**config.mk**
```make
export PLATFORM = sky130hd
export DESIGN_NAME = video_line_interrupt_timer
export DESIGN_NICKNAME = d
export VERILOG_FILES = /design/src/hdl/vlit_pkg.sv /design/src/hdl/video_line_interrupt_timer.sv /design/src/hdl/vlit_regs.sv /design/src/hdl/vlit_line.sv
export VERILOG_INCLUDE_DIRS = /design/src /design/src/hdl
export SDC_FILE = /design/constraint.sdc
export NUM_CORES = 1
export LEC_CHECK = 0
export BUFFER_PORTS_ARGS = -buffer_cell sky130_fd_sc_hd__buf_2
export CAP_MARGIN = 0
export CORE_ASPECT_RATIO = 0.9
export CORE_MARGIN = 1.5
export CORE_UTILIZATION = 25
export CTS_BUF_LIST = sky130_fd_sc_hd__clkbuf_8 sky130_fd_sc_hd__clkbuf_16
export CTS_CLUSTER_DIAMETER = 200
export CTS_CLUSTER_SIZE = 40
export DETAILED_ROUTE_END_ITERATION = 8
export SYNTH_ARGS = -nofsm -noshare
export SYNTH_HDL_FRONTEND = slang
export SYNTH_SLANG_ARGS = --single-unit
```
**constraint.sdc**
```tcl
create_clock -name clk -period 7.51 [get_ports clk]
set_clock_uncertainty 0.1 [all_clocks]
set_input_delay 0.751 -clock clk [delete_from_list [all_inputs] [get_ports clk]]
set_output_delay 0.751 -clock clk [all_outputs]
set_load 0.02 [all_outputs]
```
**src/hdl/assert_macros.svh**
```systemverilog
// Assertion macros used by the top level of the scanline interrupt timer RTL.
// Each macro samples on the rising edge of clk and is disabled during reset (rst_n low).
`ifndef ASSERT_MACROS_SVH
`define ASSERT_MACROS_SVH

// Same-cycle implication.
`define ASSERT_IMPL(lbl, ante, cons) \
    lbl: assert property (@(posedge clk) disable iff (!rst_n) (ante) |-> (cons)) \
        else $error("assertion failed");

// Next-cycle implication.
`define ASSERT_NEXT(lbl, ante, cons) \
    lbl: assert property (@(posedge clk) disable iff (!rst_n) (ante) |=> (cons)) \
        else $error("assertion failed");

`endif

```
**src/hdl/vlit_pkg.sv**
```systemverilog
// Package for the scanline interrupt timer: configuration and result structs,
// register indexes and fixed line constants. No dependencies.
package vlit_pkg;

    localparam int LINE_W = 9;
    localparam int CNT_W  = 9;
    localparam int ADDR_W = 5;
    localparam int DATA_W = 32;

    localparam logic [LINE_W-1:0] NTSC_ACTIVE = 9'd224;
    localparam logic [LINE_W-1:0] PAL_ACTIVE  = 9'd240;
    localparam logic [1:0]        PHASE_LAST  = 2'd2;

    typedef enum logic [2:0] {
        REG_RELOAD    = 3'd0,
        REG_LINE_EN   = 3'd1,
        REG_VBLANK_EN = 3'd2,
        REG_PAL       = 3'd3,
        REG_SKIP_EN   = 3'd4
    } reg_idx_t;

    typedef struct packed {
        logic [7:0] reload;
        logic       line_irq_en;
        logic       vblank_irq_en;
        logic       pal;
        logic       skip_en;
    } cfg_t;

    typedef struct packed {
        logic [LINE_W-1:0] line;
        logic              draw;
        logic              hint;
        logic              irq4;
        logic              irq6;
        logic              sub_irq;
        logic              vpend;
        logic              fend;
    } result_t;

endpackage

```
**src/hdl/video_line_interrupt_timer.sv**
```systemverilog
// Top level of the scanline interrupt timer: configuration port, scanline state
// and the output register. Depends on vlit_pkg, vlit_regs, vlit_line and assert_macros.svh.
//
// Each accepted input transaction is one scanline tick; the block returns exactly one
// result transaction for it, in the next cycle, from an output register. A new
// line is taken in every cycle as long as the output register is empty or is being
// read in the same cycle, so the sustained rate is one line per clock. The whole
// update is a single pass of compares and a counter decrement between the state
// registers and the output register. Configuration is written over the APB-style port
// at byte address 4 times the register index; writes beyond the register list are ignored.
`include "assert_macros.svh"

module video_line_interrupt_timer
    import vlit_pkg::*;
#(
    parameter int NTSC_LINES = 262,
    parameter int PAL_LINES  = 313
)
(
    input  logic              clk,
    input  logic              rst_n,
    input  logic              psel,
    input  logic              penable,
    input  logic              pwrite,
    input  logic [ADDR_W-1:0] paddr,
    input  logic [DATA_W-1:0] pwdata,
    output logic [DATA_W-1:0] prdata,
    output logic              pready,
    input  logic              in_valid,
    output logic              in_stall,
    input  logic              vblank_ack,
    output logic              out_valid,
    input  logic              out_stall,
    output logic [LINE_W-1:0] line_number,
    output logic              draw_line,
    output logic              hint_fire,
    output logic              irq4_request,
    output logic              irq6_request,
    output logic              sub_irq_level,
    output logic              vblank_pending,
    output logic              frame_end
);

    cfg_t    cfg;
    result_t res;
    result_t res_reg;
    logic    out_valid_reg;
    logic    out_valid_next;
    logic    step;

    vlit_regs u_regs (
        .clk     (clk),
        .rst_n   (rst_n),
        .psel    (psel),
        .penable (penable),
        .pwrite  (pwrite),
        .paddr   (paddr),
        .pwdata  (pwdata),
        .prdata  (prdata),
        .pready  (pready),
        .cfg     (cfg)
    );

    vlit_line #(
        .NTSC_LINES (NTSC_LINES),
        .PAL_LINES  (PAL_LINES)
    ) u_line (
        .clk        (clk),
        .rst_n      (rst_n),
        .cfg        (cfg),
        .step       (step),
        .vblank_ack (vblank_ack),
        .res        (res)
    );

    assign in_stall = out_valid_reg & out_stall;
    assign step     = in_valid & ~in_stall;

    always_comb
    begin
        if (step)
        begin
            out_valid_next = 1'b1;
        end
        else
        begin
            out_valid_next = out_valid_reg & out_stall;
        end
    end

    always_ff @(posedge clk or negedge rst_n)
    begin
        if (!rst_n)
        begin
            out_valid_reg <= 1'b0;
        end
        else
        begin
            out_valid_reg <= out_valid_next;
        end
    end

    always_ff @(posedge clk)
    begin
        if (step)
        begin
            res_reg <= res;
        end
    end

    assign out_valid      = out_valid_reg;
    assign line_number    = res_reg.line;
    assign draw_line      = res_reg.draw;
    assign hint_fire      = res_reg.hint;
    assign irq4_request   = res_reg.irq4;
    assign irq6_request   = res_reg.irq6;
    assign sub_irq_level  = res_reg.sub_irq;
    assign vblank_pending = res_reg.vpend;
    assign frame_end      = res_reg.fend;

    `ASSERT_NEXT(a_step_loads_output, step, out_valid_reg)
    `ASSERT_IMPL(a_irq4_needs_hint, out_valid_reg && res_reg.irq4, res_reg.hint)
    `ASSERT_IMPL(a_irq6_sets_pending, out_valid_reg && res_reg.irq6, res_reg.vpend && res_reg.sub_irq)

endmodule

```
**src/hdl/vlit_regs.sv**
```systemverilog
// Configuration register file of the scanline interrupt timer, behind an APB-style port.
// Depends on vlit_pkg for the register indexes and the configuration struct.
module vlit_regs
    import vlit_pkg::*;
(
    input  logic              clk,
    input  logic              rst_n,
    input  logic              psel,
    input  logic              penable,
    input  logic              pwrite,
    input  logic [ADDR_W-1:0] paddr,
    input  logic [DATA_W-1:0] pwdata,
    output logic [DATA_W-1:0] prdata,
    output logic              pready,
    output cfg_t              cfg
);

    cfg_t     cfg_reg;
    cfg_t     cfg_next;
    reg_idx_t idx;
    logic     wr_en;

    assign pready = 1'b1;
    assign idx    = reg_idx_t'(paddr[ADDR_W-1:2]);
    assign wr_en  = psel & penable & pwrite;
    assign cfg    = cfg_reg;

    always_comb
    begin
        cfg_next = cfg_reg;
        if (wr_en)
        begin
            unique case (idx)
                REG_RELOAD:    cfg_next.reload        = pwdata[7:0];
                REG_LINE_EN:   cfg_next.line_irq_en   = pwdata[0];
                REG_VBLANK_EN: cfg_next.vblank_irq_en = pwdata[0];
                REG_PAL:       cfg_next.pal           = pwdata[0];
                REG_SKIP_EN:   cfg_next.skip_en       = pwdata[0];
                default:       cfg_next = cfg_reg;
            endcase
        end
    end

    always_comb
    begin
        unique case (idx)
            REG_RELOAD:    prdata = {{(DATA_W-8){1'b0}}, cfg_reg.reload};
            REG_LINE_EN:   prdata = {{(DATA_W-1){1'b0}}, cfg_reg.line_irq_en};
            REG_VBLANK_EN: prdata = {{(DATA_W-1){1'b0}}, cfg_reg.vblank_irq_en};
            REG_PAL:       prdata = {{(DATA_W-1){1'b0}}, cfg_reg.pal};
            REG_SKIP_EN:   prdata = {{(DATA_W-1){1'b0}}, cfg_reg.skip_en};
            default:       prdata = '0;
        endcase
    end

    always_ff @(posedge clk or negedge rst_n)
    begin
        if (!rst_n)
        begin
            cfg_reg <= '0;
        end
        else
        begin
            cfg_reg <= cfg_next;
        end
    end

endmodule

```
**src/hdl/vlit_line.sv**
```systemverilog
// Scanline state and next-state logic: line number, line interrupt counter,
// vblank pending flag, secondary interrupt line, draw flag and frame phase.
// Depends on vlit_pkg.
module vlit_line
    import vlit_pkg::*;
#(
    parameter int NTSC_LINES = 262,
    parameter int PAL_LINES  = 313
)
(
    input  logic    clk,
    input  logic    rst_n,
    input  cfg_t    cfg,
    input  logic    step,
    input  logic    vblank_ack,
    output result_t res
);

    localparam int WIDE_W = LINE_W + 1;
    localparam logic [WIDE_W-1:0] NTSC_TOTAL = WIDE_W'(NTSC_LINES);
    localparam logic [WIDE_W-1:0] PAL_TOTAL  = WIDE_W'(PAL_LINES);

    logic [LINE_W-1:0] line_reg;
    logic [LINE_W-1:0] line_next;
    logic [CNT_W-1:0]  cnt_reg;
    logic [CNT_W-1:0]  cnt_next;
    logic              vpend_reg;
    logic              vpend_next;
    logic              sub_reg;
    logic              sub_next;
    logic              draw_reg;
    logic              draw_next;
    logic [1:0]        phase_reg;
    logic [1:0]        phase_next;

    logic [WIDE_W-1:0] total;
    logic [WIDE_W-1:0] height;
    logic [LINE_W-1:0] line;
    logic [WIDE_W-1:0] line_wide;
    logic [WIDE_W-1:0] next_wide;
    logic [CNT_W-1:0]  cnt_start;
    logic [CNT_W-1:0]  reload_wide;
    logic              acked_pend;
    logic              hint;
    logic              irq4;
    logic              irq6;
    logic              fend;

    always_comb
    begin
        total       = cfg.pal ? PAL_TOTAL : NTSC_TOTAL;
        height      = {1'b0, (cfg.pal ? PAL_ACTIVE : NTSC_ACTIVE)};
        reload_wide = {1'b0, cfg.reload};
        acked_pend  = vpend_reg & ~vblank_ack;

        line      = ({1'b0, line_reg} >= total) ? '0 : line_reg;
        line_wide = {1'b0, line};
        next_wide = line_wide + WIDE_W'(1);

        cnt_start = ((line == '0) || (line_wide > height)) ? reload_wide : cnt_reg;

        hint = 1'b0;
        irq4 = 1'b0;
        if (cnt_start == '0)
        begin
            hint     = cfg.line_irq_en & (line_wide <= height);
            irq4     = hint & ~acked_pend;
            cnt_next = reload_wide;
        end
        else
        begin
            cnt_next = cnt_start - CNT_W'(1);
        end

        vpend_next = acked_pend;
        sub_next   = sub_reg;
        draw_next  = draw_reg;
        irq6       = 1'b0;
        if (next_wide == height)
        begin
            if (cfg.vblank_irq_en)
            begin
                vpend_next = 1'b1;
                irq6       = 1'b1;
            end
            sub_next = 1'b1;
        end

        if (!cfg.pal && (next_wide == height + WIDE_W'(1)))
        begin
            sub_next  = 1'b0;
            draw_next = ~cfg.skip_en | (phase_reg != 2'd0);
        end

        fend       = (next_wide >= total);
        phase_next = phase_reg;
        if (fend)
        begin
            phase_next = (phase_reg >= PHASE_LAST) ? 2'd0 : phase_reg + 2'd1;
            line_next  = '0;
        end
        else
        begin
            line_next = next_wide[LINE_W-1:0];
        end

        res.line    = line;
        res.draw    = draw_reg;
        res.hint    = hint;
        res.irq4    = irq4;
        res.irq6    = irq6;
        res.sub_irq = sub_next;
        res.vpend   = vpend_next;
        res.fend    = fend;
    end

    always_ff @(posedge clk or negedge rst_n)
    begin
        if (!rst_n)
        begin
            line_reg  <= '0;
            cnt_reg   <= '0;
            vpend_reg <= 1'b0;
            sub_reg   <= 1'b0;
            draw_reg  <= 1'b1;
            phase_reg <= 2'd0;
        end
        else if (step)
        begin
            line_reg  <= line_next;
            cnt_reg   <= cnt_next;
            vpend_reg <= vpend_next;
            sub_reg   <= sub_next;
            draw_reg  <= draw_next;
            phase_reg <= phase_next;
        end
    end

endmodule
```
# Word level (Yosys, flattened, before mapping)

Cells that the tools add are included.

Equal/unequal tests: 6
Reductions and logical operators: 14
Add/subtract/negate cells: 4
Magnitude comparators: 5
Mux-type cells: 14
Bitwise logic cells: 12

Operator list:

| kind                                                               | number |
|---|---|
| 8-bit one-hot mux with 5 select lines                              | 1 |
| 9-bit 2-to-1 mux                                                   | 4 |
| 9-bit by 1-bit adder with 10-bit output, second input constant     | 2 |
| 9-bit logical NOT                                                  | 2 |
| 2-bit AND reduction                                                | 7 |
| 10-bit == test                                                     | 1 |
| 10-bit by 9-bit == test with 1-bit output                          | 1 |
| 10-bit >= comparator                                               | 1 |
| 9-bit by 10-bit >= comparator with 1-bit output                    | 1 |
| 9-bit greater-than comparator                                      | 1 |
| 9-bit less-or-equal comparator                                     | 1 |
| 9-bit by 1-bit subtractor with 9-bit output, second input constant | 1 |
| 1-bit AND                                                          | 7 |
| 3-bit by 2-bit == test with 1-bit output, second input constant    | 2 |
| 1-bit 2-to-1 mux                                                   | 6 |
| 6-bit 2-to-1 mux                                                   | 1 |
| 5-bit 2-to-1 mux                                                   | 1 |
| 1-bit NOT                                                          | 4 |
| 3-bit by 1-bit == test with 1-bit output, second input constant    | 1 |
| 3-bit == test, second input constant                               | 1 |
| 3-bit logical NOT                                                  | 1 |
| 2-bit by 1-bit adder with 2-bit output, second input constant      | 1 |
| 2-bit >= comparator, second input constant                         | 1 |
| 2-bit 2-to-1 mux                                                   | 1 |
| 5 further kinds                                                    | 5 |

Logic and storage cells: 75
Output and inout bits: 51
Register bits after elaboration: 52
Bits of input ports: 45

# Longest topological paths before layout

Gate-level depths: netlist of run 1.

Word-level depth: 8
Mapped depth: 19
Mapped depth without buffers: 18

# By module

A second synthesis of run 1 with hierarchy kept.

Cells, all modules: 348
Area total of the unflattened synthesis: 3480.8 µm²

By module, submodules not included:

| module                     | area each (µm²) | cells each | times used | sequential area each (µm²) |
|---|---|---|---|---|
| vlit_line                  | 2097.0          | 254        | 1          | 576.8 |
| vlit_regs                  | 853.3           | 74         | 1          | 300.3 |
| video_line_interrupt_timer | 530.5           | 20         | 1          | 505.5 |

# Least setup slack after synthesis of run 1

No wires, ideal clock.

Path type: register to register
Start point: register u_regs.cfg_reg, in the netlist u_regs.cfg[1]
End point: register u_line.phase_reg[0]
Required time: 7285 ps
Path buffers: 1
Arrival: 3776 ps
Path slack: 3509 ps
Period minus slack after synthesis: 4001 ps
Cell stages (with the launch flop): 20
Library setup time: 125 ps
Path through: dfrtp_1 -> inv_1 -> ha_1 -> a2111oi_2 -> o21ai_0 -> o21bai_1 -> nand2_1 -> nand2_1 -> inv_1 -> ha_1 -> nand3_1 -> xnor2_1 -> nor2_1 -> ha_1 -> o211ai_1 -> o211ai_2 -> and3_1 -> buf_4 -> nand2_1 -> mux2_2

RTL lines:

| what                   | RTL line         | text |
|---|---|---|
| from (decl)            | vlit_regs.sv:18  | `cfg_t cfg_reg;` |
| from (signal assigned) | vlit_regs.sv:64  | `cfg_reg <= cfg_next;` |
| to (signal assigned)   | vlit_line.sv:135 | `phase_reg <= phase_next;` |
| to (decl)              | vlit_line.sv:33  | `logic [1:0] phase_reg;` |

==> results of run 1 <==
==> final timing paths <==
check,startpoint,end,slack [ns],depth (start not counted)
worst max register to register,u_regs.cfg[1],u_line.phase_reg[1],2.66,18
min in group asynchronous,rst_n,u_regs.cfg[10],0.46,1
worst max-delay path,u_regs.cfg[1],u_line.phase_reg[1],2.66,18
max in group asynchronous,rst_n,u_line.sub_reg,6.26,1
worst min register to register,u_line.vpend_reg,u_line.vpend_reg,0.38,2
worst min-delay path,u_line.vpend_reg,u_line.vpend_reg,0.38,2
==> logic make-up (layout without fill, tap and decap cells) <==
group / count (synthesis) / in the layout / share of synthesized area, %
buf+inv: 55 / 67 / 9.59
simple gates: 118 / 118 / 19.9
fa+ha+maj: 16 / 16 / 6.04
other cells: 2 / 25 / 0.227
flops: 52 / 52 / 41.7
xor+xnor: 5 / 5 / 1.32
mux: 14 / 14 / 4.76
compound gates: 76 / 76 / 16.5
==> power by group <==
group          switching, mW  total [mW]  internal, mW
sequential            0.0768       0.431         0.354
combinational          0.162       0.293         0.131
clock                  0.110       0.254         0.144
==> metrics by stage <==
stage / utilization, % / worst slack (ns) / hold slack [ns] / std cells / total power [mW]
2_1_floorplan: - / 3.51 / 0.348 / 361 / 0.657
3_3_place_gp: 27.8 / 2.80 / 0.367 / 529 / 0.713
3_5_place_dp: 27.8 / 2.65 / 0.370 / 529 / 0.727
4_1_cts: 29.1 / 2.63 / 0.384 / 537 / 0.985
5_1_grt: 29.1 / 2.24 / 0.431 / 537 / 1.04
6_report: 29.1 / 2.66 / 0.378 / 537 / 0.978
==> worst reg2reg max path: cells and delay by family (launching register included) <==
kind | cells | cell delay, ns
simple gates | 6 | 1.19
fa+ha+maj | 3 | 1.04
compound gates | 5 | 0.97
flops | 1 | 0.57
buf+inv | 2 | 0.41
mux | 1 | 0.29
xor+xnor | 1 | 0.18
==> synthesized netlist by cell type, drive strengths merged (2+ instances only) <==
cell type	n
buf	32
nor2b	2
nand2	33
o31a	2
nor2	19
conb	2
ha	16
nor4	5
clkbuf	9
o311a	2
nand3	8
or3	4
inv	14
o211ai	4
o21a	3
or2	2
o21ai	19
mux2	14
edfxtp	16
a211oi	2
o21bai	2
xor2	3
dfrtp	35
nor3b	2
and3	3
a22o	3
o22ai	4
and4	2
o31ai	2
xnor2	2
a31oi	4
nand4	3
a21oi	10
nor3	7
a32o	2
nand2b	9
and2	16
a21o	3
a22oi	2
==> layout make-up <==
class	instances	area [um^2]
clock buffers	6	150
multi-input cells	254	1700
flip-flops and latches	52	1380
repair buffers	45	228
clock inverters	2	12.5
fillers	1355	9100
well taps	164	205
inverters	14	52.6
==> layer usage <==
| layer | vias up | wire [um] | track usage, % |
|---|---|---|---|
| li1 | 1233 | - | - |
| met1 | 1205 | 3760 | 15.4 |
| met2 | 65 | 3320 | 17.5 |
| met3 | 8 | 332 | 2.72 |
| met4 | 0 | 79 | 3.07 |
| met5 | - | 0 | 0 |
==> flow_summary.json, run 1 <==
{
  "synth-edff-count": 16,
  "ys_types": 68,
  "worstPathRequired_ns": 7.59,
  "cp-end-kind": "flip-flop",
  "ctsHoldBuffers": 0,
  "criticalPathCategory": "flip-flop to flip-flop",
  "numClockSinks": 52,
  "dp_hpwl_um": 5300,
  "clk_pin_slew_ns": 0.07,
  "num_antenna_cells": 0,
  "synth_warnings": 0,
  "ys_seq_elements": 52,
  "overflow": 0,
  "max_slew.worst_pin.slew_ns": 1.12,
  "first_pass_iters": 4,
  "largest_reg_flops": 12,
  "nets": 433,
  "avgSynthCellArea_um2": 9.81,
  "seq_area_frac_synth_pct": 41.7,
  "vdd_drop_max_uv": 86.1,
  "vias": 2511,
  "leakage_nw": 1.65,
  "grt_start_max_net_pins": 37,
  "powerDensity_nw_per_um2": 262,
  "fin_area_um2": 3730,
  "slowest_delay_ns": 0.57,
  "relSlewSlack_pct": 24.9,
  "cp_top_family": "simple AND/OR/NAND/NOR gates",
  "core_area_um2": 12800,
  "drive_gt1_share_pct": 21.4,
  "hold_violations": 0,
  "synth_ff_type": "dfrtp_1",
  "die_h_um": 112,
  "cts_buffers": 5,
  "drv_slew": 0,
  "grt_pass1_wl_um": 12600,
  "drt_drc_violations_left": 0,
  "drt_iter0_drc": 187,
  "placed_area_um2": 3570,
  "die_x_um": 124,
  "setup_viol": 0,
  "yosysTopAreaCell": "dfrtp_1",
  "rsz0062_at_grt": "false",
  "synthCells": 338,
  "rows": 39,
  "vias_per_cell": 4.68,
  "ctsResizeCount": 0,
  "setup-tns-final_ns": 0,
  "place_congestion": 0.855,
  "portBuffers": 44,
  "yosysTopAreaCellShare_pct": 26.4,
  "critPathSlowestCell": "dfrtp_1",
  "cts_setup_buffers": 0,
  "die_area_um2": 14000,
  "final_common_cell": "buf_2",
  "grt_pass1_vias": 2475,
  "grtUsageTotal_pct": 11.2,
  "synth_area_leaders": "dfrtp_1, edfxtp_1, ha_1",
  "async_flop_share_pct": 69.2,
  "pin_count": 96,
  "root_buffer": "clkbuf_16",
  "routedWlPerCell_um": 13.9,
  "start_util_pct": 25.8,
  "crit_chain": "inv_1, ha_1, a2111oi_2, o21ai_0, o21bai_1, nand2_1, nand2_1, inv_1, ha_1, nand3_1, xnor2_1, nor2_1, ha_1, o211ai_1, o211ai_2, and3_1, nand2_1, mux2_2",
  "fmax_mhz": 206,
  "clock_path_buffers": 2,
  "path_max_fanout": 10,
  "clk_latency_ns": 0.30,
  "area_growth_pct": 12.6,
  "path_buf_inv": 2,
  "outcome": "complete, no violations",
  "ant_nets": 0,
  "htreeDepth": 2,
  "hp-class": "flip-flop to flip-flop",
  "period_needed_ns": 4.85,
  "layout_common_cells": "buf_2, dfrtp_1, nand2_1",
  "routed_wirelength_um": 7490,
  "worst_setup_path_start_kind": "flip-flop",
  "max_cap_violations": 0,
  "antenna_found_initial": 0,
  "netlist_area_um2": 3310,
  "min_period_over_period_pct": 64.6,
  "arrival_ns": 4.94,
  "cts_tree": "yes"
}
No activity file was read; power rests on OpenSTA's default activity.
==> run 2, diff against run 1 <==
--- a/config.mk
+++ b/config.mk
@@ -6,6 +6,7 @@
 export SDC_FILE = /design/constraint.sdc
 export NUM_CORES = 1
 export LEC_CHECK = 0
+export ABC_AREA = 1
 export BUFFER_PORTS_ARGS = -buffer_cell sky130_fd_sc_hd__buf_2
 export CAP_MARGIN = 0
 export CORE_ASPECT_RATIO = 0.9
==> constraint.sdc (replaced) <==
create_clock -name clk -period 4.25 [get_ports clk]
set_clock_uncertainty 0.1 [all_clocks]
set_input_delay 0.425 -clock clk [delete_from_list [all_inputs] [get_ports clk]]
set_output_delay 0.425 -clock clk [all_outputs]
set_load 0.02 [all_outputs]
==> flow_summary.json, run 2 <==
{
  "yosysTopAreaCell": "dfrtp_1",
  "period_needed_ns": 3.77,
  "numClockSinks": 52,
  "overflow": 0,
  "portBuffers": 44,
  "cts_buffers": 5,
  "r2r_slack_ns": 0.48,
  "drive_gt1_share_pct": 19.9,
  "ys_seq_elements": 52,
  "ctsResizeCount": 0,
  "die_h_um": 115,
  "max_slew.worst_pin.slew_ns": 0.866,
  "criticalPathCategory": "flip-flop to flip-flop",
  "synthCells": 431,
  "worstPathRequired_ns": 4.36,
  "cts_setup_buffers": 0,
  "clk_pin_slew_ns": 0.07,
  "area_growth_pct": 13.2,
  "root_buffer": "clkbuf_16",
  "stdcell_count": 646,
  "clk_latency_ns": 0.29,
  "pin_count": 96,
  "rsz0062_at_grt": "false",
  "ant_nets": 0,
  "die_x_um": 127,
  "setup-tns-final_ns": 0,
  "drt_iter0_drc": 177,
  "vias": 2784,
  "rows": 40,
  "synth_warnings": 0,
  "n_fill_cell": 1413,
  "final_common_cell": "nand2_1",
  "netlist_area_um2": 3480,
  "place_congestion": 0.871,
  "dp_slack_ns": 0.510,
  "drt_drc_violations_left": 0,
  "clock_path_buffers": 2,
  "largest_reg_flops": 12,
  "dp_hpwl_um": 5660,
  "ctsHoldBuffers": 0,
  "synth_ff_type": "dfrtp_1",
  "avgSynthCellArea_um2": 8.06,
  "async_flop_share_pct": 69.2,
  "setup_viol": 0,
  "path_buf_inv": 2,
  "leakage_nw": 2.02,
  "powerDensity_nw_per_um2": 582,
  "critPathSlowestCell": "dfrtp_1",
  "fmax_mhz": 265,
  "vias_per_cell": 4.31,
  "cts_tree": "yes",
  "max_cap_violations": 0,
  "hold_violations": 0,
  "path_max_fanout": 10,
  "outcome": "complete, no violations",
  "antenna_found_initial": 0,
  "routed_wirelength_um": 7650,
  "die_area_um2": 14600,
  "grtUsageTotal_pct": 11.0,
  "synth-edff-count": 16,
  "ys_types": 40,
  "arrival_ns": 3.88,
  "hp-class": "primary input to async pin",
  "nets": 538,
  "core_area_um2": 13500,
  "grt_pass1_wl_um": 13000,
  "relSlewSlack_pct": 42.3,
  "fin_ws_ns": 0.476,
  "htreeDepth": 2,
  "start_util_pct": 25.8,
  "seq_area_frac_synth_pct": 39.8,
  "vdd_drop_max_uv": 192,
  "cp-end-kind": "flip-flop",
  "routedWlPerCell_um": 11.8,
  "worst_setup_path_start_kind": "flip-flop",
  "crit_chain": "inv_1, ha_1, nand2_1, nand2_1, nor2_1, nand2_1, nand2_4, nand2_8, nor2_1, ha_1, inv_1, nor3_1, and2_1, nor2_1, ha_1, nand3_1, o221ai_1, nor2_1, nand2_1, nand2_2, nor2_2, nand3_1, o21ai_0",
  "num_antenna_cells": 0,
  "dp_cells": 638,
  "yosysMostFrequentCell": "nand2_1",
  "first_pass_iters": 4,
  "slowest_delay_ns": 0.38,
  "min_period_over_period_pct": 88.8,
  "layout_common_cells": "nand2_1, inv_1, buf_2",
  "grt_start_max_net_pins": 42,
  "grt_pass1_vias": 2684,
  "cp_top_family": "simple AND/OR/NAND/NOR gates",
  "yosysTopAreaCellShare_pct": 25.2,
  "synth_commonest_cells": "nand2_1, inv_1, nor2_1",
  "drv_slew": 0,
  "synth_area_leaders": "dfrtp_1, edfxtp_1, nand2_1"
}
==> run 2: cell count changes in the layout (fill, tap and decap cells not counted), moves of 8 or more <==
cell,previous run,this run
nor2_1,19,36
inv_1,15,56
nand2_1,31,98
mux2_2,13,0
nand2b_1,8,0
nand2_2,0,8
nand3_1,8,29
and2_1,15,2
nor2_2,0,8
==> run 2: area by class of cell <==
type	instances	area [um^2]	share of cell area (%)
Timing Repair Buffer	49	258	6.55
Inverter	60	225	5.72
Clock buffer	5	125	3.18
Sequential cell	52	1380	35.1
Clock inverter	3	18.8	0.477
Tap cell	168	210	5.34
Multi-Input combinational cell	309	1720	43.6
==> run 2: routing by layer <==
metal  vias up  global-route usage, %  share of wire, %
met5         -                      0                 0
met1      1279                   15.5                49
li1       1428                      -                 -
met2        73                   17.5                46
met4         0                   3.11              0.99
met3         4                   1.81               4.3
==> run 2: logic make-up after synthesis <==
| group | Yosys count | synth area share, % |
|---|---|---|
| AO/OA/AOI/OAI | 40 | 6.30 |
| XOR/XNOR | 5 | 1.26 |
| adder cells (fa/ha/maj) | 16 | 5.76 |
| buffers and inverters | 93 | 13.4 |
| flip-flops | 52 | 39.8 |
| other | 2 | 0.216 |
| AND/OR/NAND/NOR | 223 | 33.3 |
==> run 2: path summary, 6_finish.rpt <==
kind,from,to,depth (start not counted)
hold reg to reg,u_line.cnt_reg[7],u_line.cnt_reg[7],2
min in group clk,in_valid,out_valid,3
setup reg to reg,u_regs.cfg[1],u_line.phase_reg[1],23
max in group asynchronous,rst_n,u_regs.cfg[7],1
hold / removal,rst_n,out_valid,1
setup / recovery,u_regs.cfg[1],u_line.phase_reg[1],23
==> run 2: where the power goes <==
group	switching [mW]	internal, mW	leakage [nW]
Combinational	0.768	0.406	1.35
Clock	0.179	0.218	0.0755
Sequential	0.0791	0.639	0.594
==> run 2: per-stage QoR <==
step           utilization (%)  total power, mW  instance area [um^2]  hold WS (ns)
2_1_floorplan                -             1.68                  3560        0.0294
3_3_place_gp              28.2             1.87                  3790         0.355
3_5_place_dp              28.2             1.90                  3790         0.370
4_1_cts                   29.2             2.32                  3940         0.190
5_1_grt                   29.2             2.50                  3940         0.219
6_report                  29.2             2.29                  3940         0.152
==> run 3, diff against run 2 <==
--- a/config.mk
+++ b/config.mk
@@ -16,6 +16,7 @@
 export CTS_CLUSTER_DIAMETER = 200
 export CTS_CLUSTER_SIZE = 40
 export DETAILED_ROUTE_END_ITERATION = 8
+export RECOVER_POWER = 50
 export SYNTH_ARGS = -nofsm -noshare
 export SYNTH_HDL_FRONTEND = slang
 export SYNTH_SLANG_ARGS = --single-unit
==> flow_summary.json, run 3 (synthesis results as in run 2) <==
{
  "start_util_pct": 25.8,
  "final_common_cell": "nand2_1",
  "area_growth_pct": 12.5,
  "routedWlPerCell_um": 11.8,
  "setup-tns-final_ns": 0,
  "vdd_drop_max_uv": 192,
  "vias_per_cell": 4.30,
  "hold_violations": 0,
  "rr_worst_depth": 23,
  "ctsHoldBuffers": 0,
  "cts_setup_buffers": 0,
  "leakage_nw": 1.96,
  "fmax_mhz": 265,
  "fin_area_um2": 3910,
  "clock_path_buffers": 2,
  "largest_reg_flops": 12,
  "first_pass_iters": 4,
  "outcome": "finished with violations",
  "cts_tree": "yes",
  "portBuffers": 44,
  "rr_startpoint": "u_regs.cfg[1]",
  "overflow": 0,
  "antenna_found_initial": 0,
  "routed_wirelength_um": 7650,
  "htreeDepth": 2,
  "powerDensity_nw_per_um2": 584,
  "numClockSinks": 52,
  "fin_ws_ns": 0.473,
  "multiInputGateArea_um2": 1720,
  "failed_checks": "capacitance limit, slew limit",
  "worst_setup_path_start_kind": "flip-flop",
  "r2r_slack_ns": 0.47,
  "dp_cells": 638,
  "met1_length_um": 3750,
  "grt_pass1_vias": 2684,
  "placed_area_um2": 3790,
  "stdcell_count": 646,
  "ant_nets": 0,
  "p_comb_share_pct": 51.2,
  "clk_latency_ns": 0.29,
  "min_from": "in_valid",
  "rows": 40,
  "criticalPathCategory": "flip-flop to flip-flop",
  "place_congestion": 0.871,
  "pin_count": 96,
  "relSlewSlack_pct": -38.3,
  "drive_gt1_share_pct": 15.5,
  "vias": 2780,
  "period_needed_ns": 3.78,
  "met2WireLength_um": 3500,
  "max_cap_violations": 1,
  "worstPathRequired_ns": 4.36,
  "hold_depth": 3,
  "root_buffer": "clkbuf_16",
  "dp_hpwl_um": 5660,
  "hp-class": "primary input to flip-flop",
  "drv_slew": 37,
  "die_area_um2": 14600,
  "max_slew.worst_pin.slew_ns": 2.08,
  "nets": 538,
  "met3_length_um": 318,
  "grt_start_max_net_pins": 42,
  "cp-end-kind": "flip-flop",
  "highest_layer": "met4",
  "total_power_mw": 2.28,
  "r2r_end": "u_line.phase_reg[1]",
  "min_period_over_period_pct": 88.9,
  "power.share.clock_pct": 17.3,
  "clk_pin_slew_ns": 0.07,
  "dp_slack_ns": 0.510,
  "ctsResizeCount": 0,
  "p_switching_mw": 1.03,
  "grt_pass1_wl_um": 13000,
  "holdPathEnd": "out_valid",
  "arrival_ns": 3.88,
  "drt_iter0_drc": 177,
  "rsz0062_at_grt": "false",
  "swShare_pct": 44.9,
  "cts_buffers": 5,
  "num_antenna_cells": 0,
  "grtUsageTotal_pct": 11.0,
  "drt_drc_violations_left": 0,
  "die_x_um": 127,
  "path_max_fanout": 10,
  "internal-power_mw": 1.26,
  "die_h_um": 115,
  "layout_common_cells": "nand2_1, inv_1, nor2_1",
  "core_area_um2": 13500,
  "pwr-share-seq_pct": 31.5,
  "seqCellArea_um2": 1380,
  "n_fill_cell": 1424,
  "setup_viol": 0
}
-- run 3: cell count changes in the layout (fill, tap and decap cells not counted), sizes merged --
cell,previous run,this run
clkbuf,5,26
buf,49,28
-- run 3: area by class of cell --
type,count,area share [%]
multi-input combinational,309,43.9
sequential,52,35.4
timing repair buffer,49,5.92
inverter,60,5.76
tap,168,5.38
clock buffer,5,3.20
clock inverter,3,0.480
-- run 3: how the worst max path moves through the flow --
stage / startpoint / to / slack, ns / depth (start not counted)
2_1_floorplan: u_regs.cfg[1] / u_line.phase_reg[0] / 0.74 / 22
3_3_place_gp: u_regs.cfg[1] / u_line.phase_reg[1] / 0.58 / 23
3_5_place_dp: u_regs.cfg[1] / u_line.phase_reg[1] / 0.51 / 23
4_1_cts: u_regs.cfg[1] / u_line.phase_reg[1] / 0.48 / 23
5_1_grt: u_regs.cfg[1] / u_line.vpend_reg / 0.1 / 22
6_report: u_regs.cfg[1] / u_line.phase_reg[1] / 0.47 / 23
-- run 3: critical path: stages, from the launching register on --
cell and delay, ns:
dfrtp_1 0.38, inv_1 0.23, ha_1 0.30, nand2_1 0.06, nand2_1 0.04, nor2_1 0.08
nand2_1 0.09, nand2_4 0.14, nand2_8 0.10, nor2_1 0.15, ha_1 0.21, inv_1 0.05
nor3_1 0.27, and2_1 0.20, nor2_1 0.06, ha_1 0.30, nand3_1 0.07, o221ai_1 0.17
nor2_1 0.07, nand2_1 0.10, nand2_2 0.18, nor2_2 0.17, nand3_1 0.09, o21ai_0 0.08
-- run 3: per-stage QoR --
| step | hold WS [ns] | utilization, % |
|---|---|---|
| global placement | 0.355 | 28.2 |
| CTS | 0.190 | 29.2 |
| floorplan | 0.0294 | - |
| finish | 0.240 | 29.0 |
| detailed placement | 0.370 | 28.2 |
| global route | 0.271 | 29.0 |
-- run 3: power groups by stage --
stage,Combinational [mW],Clock (mW),Sequential [mW]
2_1_floorplan,0.954,0,0.729
3_3_place_gp,1.15,0,0.721
3_5_place_dp,1.17,0,0.725
4_1_cts,1.18,0.418,0.717
5_1_grt,1.33,0.433,0.732
6_report,1.17,0.396,0.718
-- run 3: per-layer routing --
| layer | GRT usage, % | vias to the layer above |
|---|---|---|
| met5 | 0 | - |
| met4 | 3.11 | 0 |
| met3 | 1.81 | 4 |
| met2 | 17.5 | 62 |
| met1 | 15.5 | 1287 |
| li1 | - | 1427 |
